<file path="config.mk">
export PLATFORM = sky130hd
export DESIGN_NAME = tga_rle_image_decoder_top
export DESIGN_NICKNAME = d
export VERILOG_FILES = /design/src/rtl/core/tga_pkg.sv /design/src/rtl/core/tga_parser.sv /design/src/rtl/core/tga_outreg.sv /design/src/rtl/core/tga_rle_image_decoder_top.sv
export SDC_FILE = /design/constraint.sdc
export NUM_CORES = 1
export LEC_CHECK = 0
export BUFFER_PORTS_ARGS = -buffer_cell sky130_fd_sc_hd__buf_2
export CAP_MARGIN = 20
export CORE_UTILIZATION = 58
export CTS_BUF_LIST = sky130_fd_sc_hd__clkbuf_2
export DETAILED_ROUTE_END_ITERATION = 6
export GPL_TIMING_DRIVEN = 1
export PLACE_DENSITY_LB_ADDON = 0.2
export SLEW_MARGIN = 10
export SYNTH_ARGS = -nofsm -noshare
export SYNTH_HDL_FRONTEND = slang
export SYNTH_HIERARCHICAL = 1
export SYNTH_SLANG_ARGS = --single-unit
export TNS_END_PERCENT = 20
</file>
<file path="constraint.sdc">
create_clock -name aclk -period 7.5 [get_ports aclk]
set_clock_uncertainty 0.15 [all_clocks]
set_input_delay 0.75 -clock aclk [delete_from_list [all_inputs] [get_ports aclk]]
set_output_delay 0.75 -clock aclk [all_outputs]
set_load 0.01 [all_outputs]
</file>
<file path="src/rtl/core/tga_pkg.sv">
`timescale 1ns / 1ps
`default_nettype none

package tga_pkg;

    // Result kinds.
    localparam logic [1:0] KIND_HEADER = 2'd0;
    localparam logic [1:0] KIND_PIXEL  = 2'd1;
    localparam logic [1:0] KIND_ERROR  = 2'd2;

    // Error codes.
    localparam logic ERR_BAD_DEPTH = 1'b0;
    localparam logic ERR_BAD_TYPE  = 1'b1;

    // Image types that are decoded.
    localparam logic [7:0] TYPE_RAW_TRUECOLOR = 8'd2;
    localparam logic [7:0] TYPE_RLE_TRUECOLOR = 8'd10;

    // Pixel depths in bits and the matching byte counts.
    localparam logic [7:0] DEPTH_24 = 8'd24;
    localparam logic [7:0] DEPTH_32 = 8'd32;
    localparam logic [2:0] BPP_NONE = 3'd0;
    localparam logic [2:0] BPP_3    = 3'd3;
    localparam logic [2:0] BPP_4    = 3'd4;

    // Header byte offsets.
    localparam logic [4:0] HDR_ID_LEN   = 5'd0;
    localparam logic [4:0] HDR_TYPE     = 5'd2;
    localparam logic [4:0] HDR_WIDTH_LO = 5'd12;
    localparam logic [4:0] HDR_WIDTH_HI = 5'd13;
    localparam logic [4:0] HDR_HEIGHT_LO = 5'd14;
    localparam logic [4:0] HDR_HEIGHT_HI = 5'd15;
    localparam logic [4:0] HDR_DEPTH    = 5'd16;
    localparam logic [4:0] HDR_DESC     = 5'd17;

    localparam logic [7:0] ALPHA_OPAQUE = 8'd255;

    typedef enum logic [4:0] {
        PH_HEADER = 5'b00001,
        PH_SKIP   = 5'b00010,
        PH_PACKET = 5'b00100,
        PH_PIXEL  = 5'b01000,
        PH_DONE   = 5'b10000
    } phase_t;

    typedef struct packed {
        logic [7:0] data_byte;
        logic       start_of_file;
    } tga_in_t;

    typedef struct packed {
        logic [1:0]  kind;
        logic [15:0] width_px;
        logic [15:0] height_px;
        logic        top_down;
        logic [7:0]  red;
        logic [7:0]  green;
        logic [7:0]  blue;
        logic [7:0]  alpha;
        logic [7:0]  repeat_count;
        logic        last_pixel;
        logic        error_code;
    } tga_out_t;

endpackage

`default_nettype wire

</file>
<file path="src/rtl/core/tga_parser.sv">
`timescale 1ns / 1ps
`default_nettype none

// Byte parser: holds the decode state and works out, for each accepted
// byte, the next state and the result (if any) that the byte produces.
module tga_parser import tga_pkg::*; (
    input  wire logic     aclk,
    input  wire logic     aresetn,
    input  wire logic     step_en,
    input  wire tga_in_t  in_item,
    output logic          res_valid,
    output tga_out_t      res_item
);

    phase_t      phase_reg, phase_next;
    logic [4:0]  hdr_pos_reg, hdr_pos_next;
    logic [7:0]  id_skip_reg, id_skip_next;
    logic [7:0]  img_type_reg, img_type_next;
    logic [2:0]  bpp_reg, bpp_next;
    logic [15:0] width_reg, width_next;
    logic [15:0] height_reg, height_next;
    logic [7:0]  desc_reg, desc_next;
    logic [31:0] pix_left_reg, pix_left_next;
    logic [7:0]  pkt_left_reg, pkt_left_next;
    logic        pkt_run_reg, pkt_run_next;
    logic [1:0]  byte_idx_reg, byte_idx_next;
    logic [31:0] gather_reg, gather_next;

    phase_t      cur_phase;
    logic [4:0]  cur_pos;
    logic [7:0]  b;
    logic        is_rle;
    logic [7:0]  rep;
    logic [31:0] gathered;
    phase_t      data_phase;

    always_ff @(posedge aclk) begin
        if (!aresetn) begin
            phase_reg    <= PH_HEADER;
            hdr_pos_reg  <= '0;
            id_skip_reg  <= '0;
            img_type_reg <= '0;
            bpp_reg      <= BPP_NONE;
            width_reg    <= '0;
            height_reg   <= '0;
            desc_reg     <= '0;
            pix_left_reg <= '0;
            pkt_left_reg <= '0;
            pkt_run_reg  <= 1'b0;
            byte_idx_reg <= '0;
            gather_reg   <= '0;
        end else if (step_en) begin
            phase_reg    <= phase_next;
            hdr_pos_reg  <= hdr_pos_next;
            id_skip_reg  <= id_skip_next;
            img_type_reg <= img_type_next;
            bpp_reg      <= bpp_next;
            width_reg    <= width_next;
            height_reg   <= height_next;
            desc_reg     <= desc_next;
            pix_left_reg <= pix_left_next;
            pkt_left_reg <= pkt_left_next;
            pkt_run_reg  <= pkt_run_next;
            byte_idx_reg <= byte_idx_next;
            gather_reg   <= gather_next;
        end
    end

    always_comb begin
        b         = in_item.data_byte;
        cur_phase = in_item.start_of_file ? PH_HEADER : phase_reg;
        cur_pos   = in_item.start_of_file ? 5'd0 : hdr_pos_reg;
        is_rle    = (img_type_reg == TYPE_RLE_TRUECOLOR);
        rep       = 8'd1;
        gathered  = gather_reg;

        phase_next    = cur_phase;
        hdr_pos_next  = cur_pos;
        id_skip_next  = id_skip_reg;
        img_type_next = img_type_reg;
        bpp_next      = bpp_reg;
        width_next    = width_reg;
        height_next   = height_reg;
        desc_next     = desc_reg;
        pix_left_next = pix_left_reg;
        pkt_left_next = pkt_left_reg;
        pkt_run_next  = pkt_run_reg;
        byte_idx_next = byte_idx_reg;
        gather_next   = gather_reg;

        // Phase taken on entering pixel data, from the current pixel count.
        if (pix_left_reg == 32'd0) begin
            data_phase = PH_DONE;
        end else if (is_rle) begin
            data_phase = PH_PACKET;
        end else begin
            data_phase = PH_PIXEL;
        end

        res_valid = 1'b0;
        res_item  = '0;

        case (cur_phase)
            PH_HEADER: begin
                case (cur_pos)
                    HDR_ID_LEN:    id_skip_next = b;
                    HDR_TYPE:      img_type_next = b;
                    HDR_WIDTH_LO:  width_next = {width_reg[15:8], b};
                    HDR_WIDTH_HI:  width_next = {b, width_reg[7:0]};
                    HDR_HEIGHT_LO: height_next = {height_reg[15:8], b};
                    HDR_HEIGHT_HI: height_next = {b, height_reg[7:0]};
                    HDR_DEPTH: begin
                        if (b == DEPTH_32) begin
                            bpp_next = BPP_4;
                        end else if (b == DEPTH_24) begin
                            bpp_next = BPP_3;
                        end else begin
                            bpp_next = BPP_NONE;
                        end
                    end
                    HDR_DESC:      desc_next = b;
                    default: ;
                endcase

                if (cur_pos != HDR_DESC) begin
                    hdr_pos_next = cur_pos + 5'd1;
                end else begin
                    hdr_pos_next = '0;
                    res_valid    = 1'b1;
                    if (bpp_reg == BPP_NONE) begin
                        phase_next          = PH_DONE;
                        res_item.kind       = KIND_ERROR;
                        res_item.error_code = ERR_BAD_DEPTH;
                    end else if (img_type_reg != TYPE_RAW_TRUECOLOR &&
                                 img_type_reg != TYPE_RLE_TRUECOLOR) begin
                        phase_next          = PH_DONE;
                        res_item.kind       = KIND_ERROR;
                        res_item.error_code = ERR_BAD_TYPE;
                    end else begin
                        pix_left_next         = width_reg * height_reg;
                        res_item.kind         = KIND_HEADER;
                        res_item.width_px     = width_reg;
                        res_item.height_px    = height_reg;
                        // The descriptor is the byte arriving now.
                        res_item.top_down     = b[5];
                        res_item.last_pixel   = (width_reg == 16'd0) || (height_reg == 16'd0);
                        if (id_skip_reg != 8'd0) begin
                            phase_next = PH_SKIP;
                        end else begin
                            byte_idx_next = '0;
                            pkt_left_next = '0;
                            pkt_run_next  = 1'b0;
                            if (res_item.last_pixel) begin
                                phase_next = PH_DONE;
                            end else if (is_rle) begin
                                phase_next = PH_PACKET;
                            end else begin
                                phase_next = PH_PIXEL;
                            end
                        end
                    end
                end
            end

            PH_SKIP: begin
                if (id_skip_reg != 8'd0) begin
                    id_skip_next = id_skip_reg - 8'd1;
                end
                if (id_skip_next == 8'd0) begin
                    byte_idx_next = '0;
                    pkt_left_next = '0;
                    pkt_run_next  = 1'b0;
                    phase_next    = data_phase;
                end
            end

            PH_PACKET: begin
                rep = {1'b0, b[6:0]} + 8'd1;
                if ({24'd0, rep} > pix_left_reg) begin
                    rep = pix_left_reg[7:0];
                end
                pkt_left_next = rep;
                pkt_run_next  = b[7];
                byte_idx_next = '0;
                phase_next    = PH_PIXEL;
            end

            PH_PIXEL: begin
                if (byte_idx_reg == 2'd0) begin
                    gathered = '0;
                end
                gathered[8*byte_idx_reg +: 8] = b;
                gather_next = gathered;

                if ({1'b0, byte_idx_reg} + 3'd1 < bpp_reg) begin
                    byte_idx_next = byte_idx_reg + 2'd1;
                end else begin
                    byte_idx_next = '0;
                    if (is_rle && pkt_run_reg) begin
                        rep = pkt_left_reg;
                    end
                    if (rep == 8'd0) begin
                        rep = 8'd1;
                    end
                    if ({24'd0, rep} > pix_left_reg) begin
                        rep = pix_left_reg[7:0];
                    end
                    pix_left_next = pix_left_reg - {24'd0, rep};
                    if (is_rle) begin
                        if (pkt_run_reg || pkt_left_reg == 8'd0) begin
                            pkt_left_next = '0;
                        end else begin
                            pkt_left_next = pkt_left_reg - 8'd1;
                        end
                    end

                    res_valid             = 1'b1;
                    res_item.kind         = KIND_PIXEL;
                    res_item.red          = gathered[23:16];
                    res_item.green        = gathered[15:8];
                    res_item.blue         = gathered[7:0];
                    res_item.alpha        = (bpp_reg == BPP_4) ? gathered[31:24] : ALPHA_OPAQUE;
                    res_item.repeat_count = rep;

                    if (pix_left_next == 32'd0) begin
                        res_item.last_pixel = 1'b1;
                        phase_next          = PH_DONE;
                    end else if (is_rle && pkt_left_next == 8'd0) begin
                        phase_next = PH_PACKET;
                    end
                end
            end

            default: ;
        endcase
    end

endmodule

`default_nettype wire

</file>
<file path="src/rtl/core/tga_outreg.sv">
`timescale 1ns / 1ps
`default_nettype none

// Result register: holds one result until the receiver takes it and
// reports whether the parser may take a byte in this cycle.
module tga_outreg import tga_pkg::*; (
    input  wire logic     aclk,
    input  wire logic     aresetn,
    input  wire logic     load_en,
    input  wire tga_out_t load_item,
    output logic          space_ok,
    output logic          m_valid,
    input  wire logic     m_ready,
    output tga_out_t      m_item
);

    logic     valid_reg, valid_next;
    tga_out_t item_reg;

    // A byte may enter whenever the held result is gone or leaves this cycle.
    assign space_ok = !valid_reg || m_ready;

    always_comb begin
        valid_next = valid_reg;
        if (m_ready) begin
            valid_next = 1'b0;
        end
        if (load_en) begin
            valid_next = 1'b1;
        end
    end

    always_ff @(posedge aclk) begin
        if (!aresetn) begin
            valid_reg <= 1'b0;
        end else begin
            valid_reg <= valid_next;
        end
    end

    always_ff @(posedge aclk) begin
        if (load_en) begin
            item_reg <= load_item;
        end
    end

    assign m_valid = valid_reg;
    assign m_item  = item_reg;

endmodule

`default_nettype wire

</file>
<file path="src/rtl/core/tga_rle_image_decoder_top.sv">
`timescale 1ns / 1ps
`default_nettype none

// TGA image decoder, one file byte per transaction.
// Input channel (s_valid, s_ready, s_item): each transaction carries the next
// byte of the file and a start_of_file flag that restarts the parser at
// header byte 0. Result channel (m_valid, m_ready, m_item): each transaction
// carries a header result (width, height, top-down flag), a pixel result in
// RGBA with its repeat count, or an error result for an unsupported type or
// depth. A byte gives at most one result.
// A result is registered: it appears on m_item just after the rising edge
// that accepts the byte which completes it, and is held there until taken.
// Throughput: one byte per cycle. The parser state is updated by a single
// level of logic between the state registers and the result register, and
// the result register frees itself in the same cycle that the receiver takes
// its contents, so s_ready stays high while the receiver keeps m_ready high.
// When the receiver stalls with a result held, s_ready drops until that
// result is taken; bytes that give no result are also held back then.
// Reset (aresetn low at a rising edge) empties the result register and puts
// the parser in the header phase, so the first byte after reset is taken as
// header byte 0 even without start_of_file.
module tga_rle_image_decoder_top import tga_pkg::*; (
    input  wire logic     aclk,
    input  wire logic     aresetn,
    input  wire logic     s_valid,
    output logic          s_ready,
    input  wire tga_in_t  s_item,
    output logic          m_valid,
    input  wire logic     m_ready,
    output tga_out_t      m_item
);

    logic     step_en;
    logic     res_valid;
    tga_out_t res_item;
    logic     space_ok;

    // Every accepted byte advances the parser; the result register is loaded
    // only when that byte produces a result.
    assign s_ready = space_ok;
    assign step_en = s_valid && space_ok;

    tga_parser u_parser (
        .aclk      (aclk),
        .aresetn   (aresetn),
        .step_en   (step_en),
        .in_item   (s_item),
        .res_valid (res_valid),
        .res_item  (res_item)
    );

    tga_outreg u_outreg (
        .aclk      (aclk),
        .aresetn   (aresetn),
        .load_en   (step_en && res_valid),
        .load_item (res_item),
        .space_ok  (space_ok),
        .m_valid   (m_valid),
        .m_ready   (m_ready),
        .m_item    (m_item)
    );

endmodule

`default_nettype wire
</file>
==> results.md <==
* Status: finished, final reports clean
* Achievable Freq at 0.147 GHz
* HPWL Detailed at 37900 microns
* DR iter-0 viols at 1513
* Mapped Cells at 2256
* Min Clock Period, post-route at 6.80 ns
* Worst setup startpoint: u_parser/width_reg[2]
* IO Pins at 92
* Setup_tns at 0 ns
* Slew HR at 26.8%
* Vias in the first global route at 16000
* Area Growth Syn to Fin at 6.09%
* Post-cts sizing count at 0
* Wirelength per Cell at 18.4 microns
* RSZ-0062 raised after global routing: no
* GRT Total Usage at 29.9%
* Hold-fix buffers, CTS at 3
* Initial antenna violation count at 4
* Core area at 33700 sq um
* CTS tree: done
* Hold Startpoint: aresetn
* Largest net degree at the start of global routing at 82
* Max IR drop VDD at 0.0909 mV
* Nets@finish at 2642
* Clock sink count at 213
* Syn_area_per_cell at 8.86 sq um
* Final Slew Violations at 0
* FF-to-FF End: u_parser/pix_left_reg[31]
* Worst skew pair latency at 1.05 ns
* H-tree depth at 2
* Number of synthesized register bits at 213
* Largest register FFs at 77
* Fraction of layout cells with a size suffix above 1 at 10.4%
* Register-to-register setup slack at 0.70 ns
* DRT Wirelength at 51300 microns
* Overflow after GRT at 0
* Post-CTS Setup Bufs at 0
* IO buf count at 91
* Crit path required time at 8.26 ns
* Critical R2R Launch: u_parser/width_reg[2]
* Post-synth top cells: nand2_1 (259), inv_1 (252), fa_1 (195)
* Antenna viol nets, final at 0
* Deepest clock path buffer count at 3
* Most common cell in the synthesized netlist: nand2_1
* P_leak at 9.72 nW
* Crit share post-route at 90.7%
* Final Setup Violations at 0
* Worst Max-Slew Pin Slew at 1.10 ns
* Net count after synthesis at 2611
* Number of remaining DRC errors at 0
* Die Area at 35200 sq um
* Largest area contributor in the netlist: fa_1
* Root Driver: clkbuf_2
* Die Span X at 188 microns
* Worst Hold Slack at 0.0989 ns
* P per Cell Area at 102 nW/um^2
* Distinct cells, synth at 86
* Pre-CTS WS at 0.790 ns
* Chip Height at 188 microns
* Post-synth EDFFs at 77
* Hold Crit Class: input port to flop
* Ys Warns at 6
* Worst EP arrival at 7.57 ns
* Synth async-reset ratio at 0%
* R2R depth at 20
* CP Class: flop to flop
* CTS Buf Count at 57
* Startpoint Class: flop
* Register area share after synthesis at 25.2%
* Final hold vios at 0
* Area contributors post-synth: fa_1 (20%), dfxtp_1 (14%), edfxtp_1 (12%), ha_1 (9.2%), nand2_1 (4.9%)
* Worst-path maximum fanout at 19
* Core Rows at 67
* Share of Yosys cell area claimed by the top area cell type at 19.5%
* Routed via count at 16400
* DR vias/cell at 5.88
* CP Capture Type: flop
* Final Total Pwr at 2.15 mW
* # Max-Cap Violations at 0
* Drt pass-1 iters at 5
* Critical Path Sink: u_parser/pix_left_reg[31]
* Reg clk slew, reported paths at 0.10 ns
* Setup ws final at 0.696 ns
* Main synth FF type: dfxtp_1
* First-pass GRT wire length at 83900 microns
* Starting Density at 59.3%
* Final Wtd Congestion at 0.914
* Mapped cell area at 20000 sq um
==> metal layers <==
| metal | vias to the layer above | GRT usage, % | part of all wire (%) |
|---|---|---|---|
| met4 | 0 | 9.72 | 2.6 |
| met1 | 7945 | 42.7 | 44 |
| met5 | - | 0 | 0 |
| met3 | 98 | 6.78 | 8.8 |
| li1 | 7653 | - | - |
| met2 | 678 | 45.0 | 45 |
==> critical path, cell delays in order (launching register included) <==
cell and delay, ns:
dfxtp_1 0.78, nand2_1 0.17, fa_1 0.54, inv_1 0.06, fa_1 0.50, fa_1 0.60
inv_1 0.08, fa_1 0.55, inv_1 0.06, fa_1 0.50, fa_1 0.49, ha_1 0.38
a21o_1 0.18, a21o_1 0.17, a21oi_1 0.19, o21ai_0 0.15, a221oi_1 0.52, a211oi_1 0.14
o21ai_0 0.17, nand2_1 0.07, o31a_1 0.24
==> metrics by stage <==
| stage | cells | area [sq um] | utilization [%] |
|---|---|---|---|
| after floorplan | 2256 | 20000 | - |
| after global placement | 2673 | 20600 | 61.2 |
| after global routing | 2787 | 21200 | 62.9 |
| after CTS | 2784 | 21200 | 62.9 |
| after detailed placement | 2673 | 20600 | 61.2 |
| final | 2787 | 21200 | 62.9 |
==> placed cells by master (no fill, tap or decap), types with 13 or more instances in the layout <==
| cell | instances |
|---|---|
| nand2_1 | 259 |
| inv_1 | 252 |
| fa_1 | 195 |
| ha_1 | 147 |
| and2_1 | 137 |
| dfxtp_1 | 136 |
| nor2_1 | 127 |
| nor2b_1 | 96 |
| a21oi_1 | 93 |
| buf_2 | 90 |
| clkbuf_2 | 77 |
| edfxtp_1 | 77 |
| o21ai_0 | 62 |
| a22oi_1 | 62 |
| nand3_1 | 38 |
| mux2i_1 | 38 |
| nor3_1 | 36 |
| xnor2_1 | 31 |
| buf_4 | 28 |
| and3_1 | 24 |
| clkinv_1 | 23 |
| nor4_1 | 23 |
| a21o_1 | 18 |
| o211ai_1 | 18 |
| nand2b_1 | 15 |
| a31oi_1 | 15 |
| o21a_1 | 14 |
| a21boi_0 | 13 |
| or3_1 | 13 |
| o211a_1 | 13 |
==> worst min-delay path by stage <==
stage                                          end  slack (ns)  cells past startpoint
after global routing      u_parser/pkt_left_reg[0]        0.06                      2
after global placement     u_parser/hdr_pos_reg[1]        0.31                      2
after CTS                    u_parser/phase_reg[0]       0.007                      4
after floorplan            u_parser/hdr_pos_reg[1]        0.29                      2
final                     u_parser/pkt_left_reg[0]         0.1                      2
after detailed placement   u_parser/hdr_pos_reg[1]        0.32                      2
==> report_power, final <==
part	internal (mW)	total [mW]	switching (mW)	leakage, nW
Combinational	0.0394	0.112	0.0728	7.66
Clock	0.296	0.844	0.548	0.391
Sequential	1.19	1.20	0.00561	1.67
Total	1.53	2.15	0.626	9.72
==> cells by family after synthesis <==
family / Yosys count / synth area share (%)
AND/OR/NAND/NOR: 823 / 21.1
flip-flops: 213 / 25.2
adder cells (fa/ha/maj): 342 / 28.7
XOR/XNOR: 41 / 1.80
AO/OA/AOI/OAI: 397 / 13.5
buffers and inverters: 401 / 7.69
multiplexers: 39 / 1.96
==> layout make-up <==
cell class              count  area, sq um
clock inverters            31          145
well taps                 448          561
inverters                 252          946
flip-flops and latches    213         5030
fillers                  2960        12500
multi-input cells        1642        13400
clock buffers              77          385
diodes                      3         7.51
repair buffers            121          691
Power figures use the tool's default switching activity.
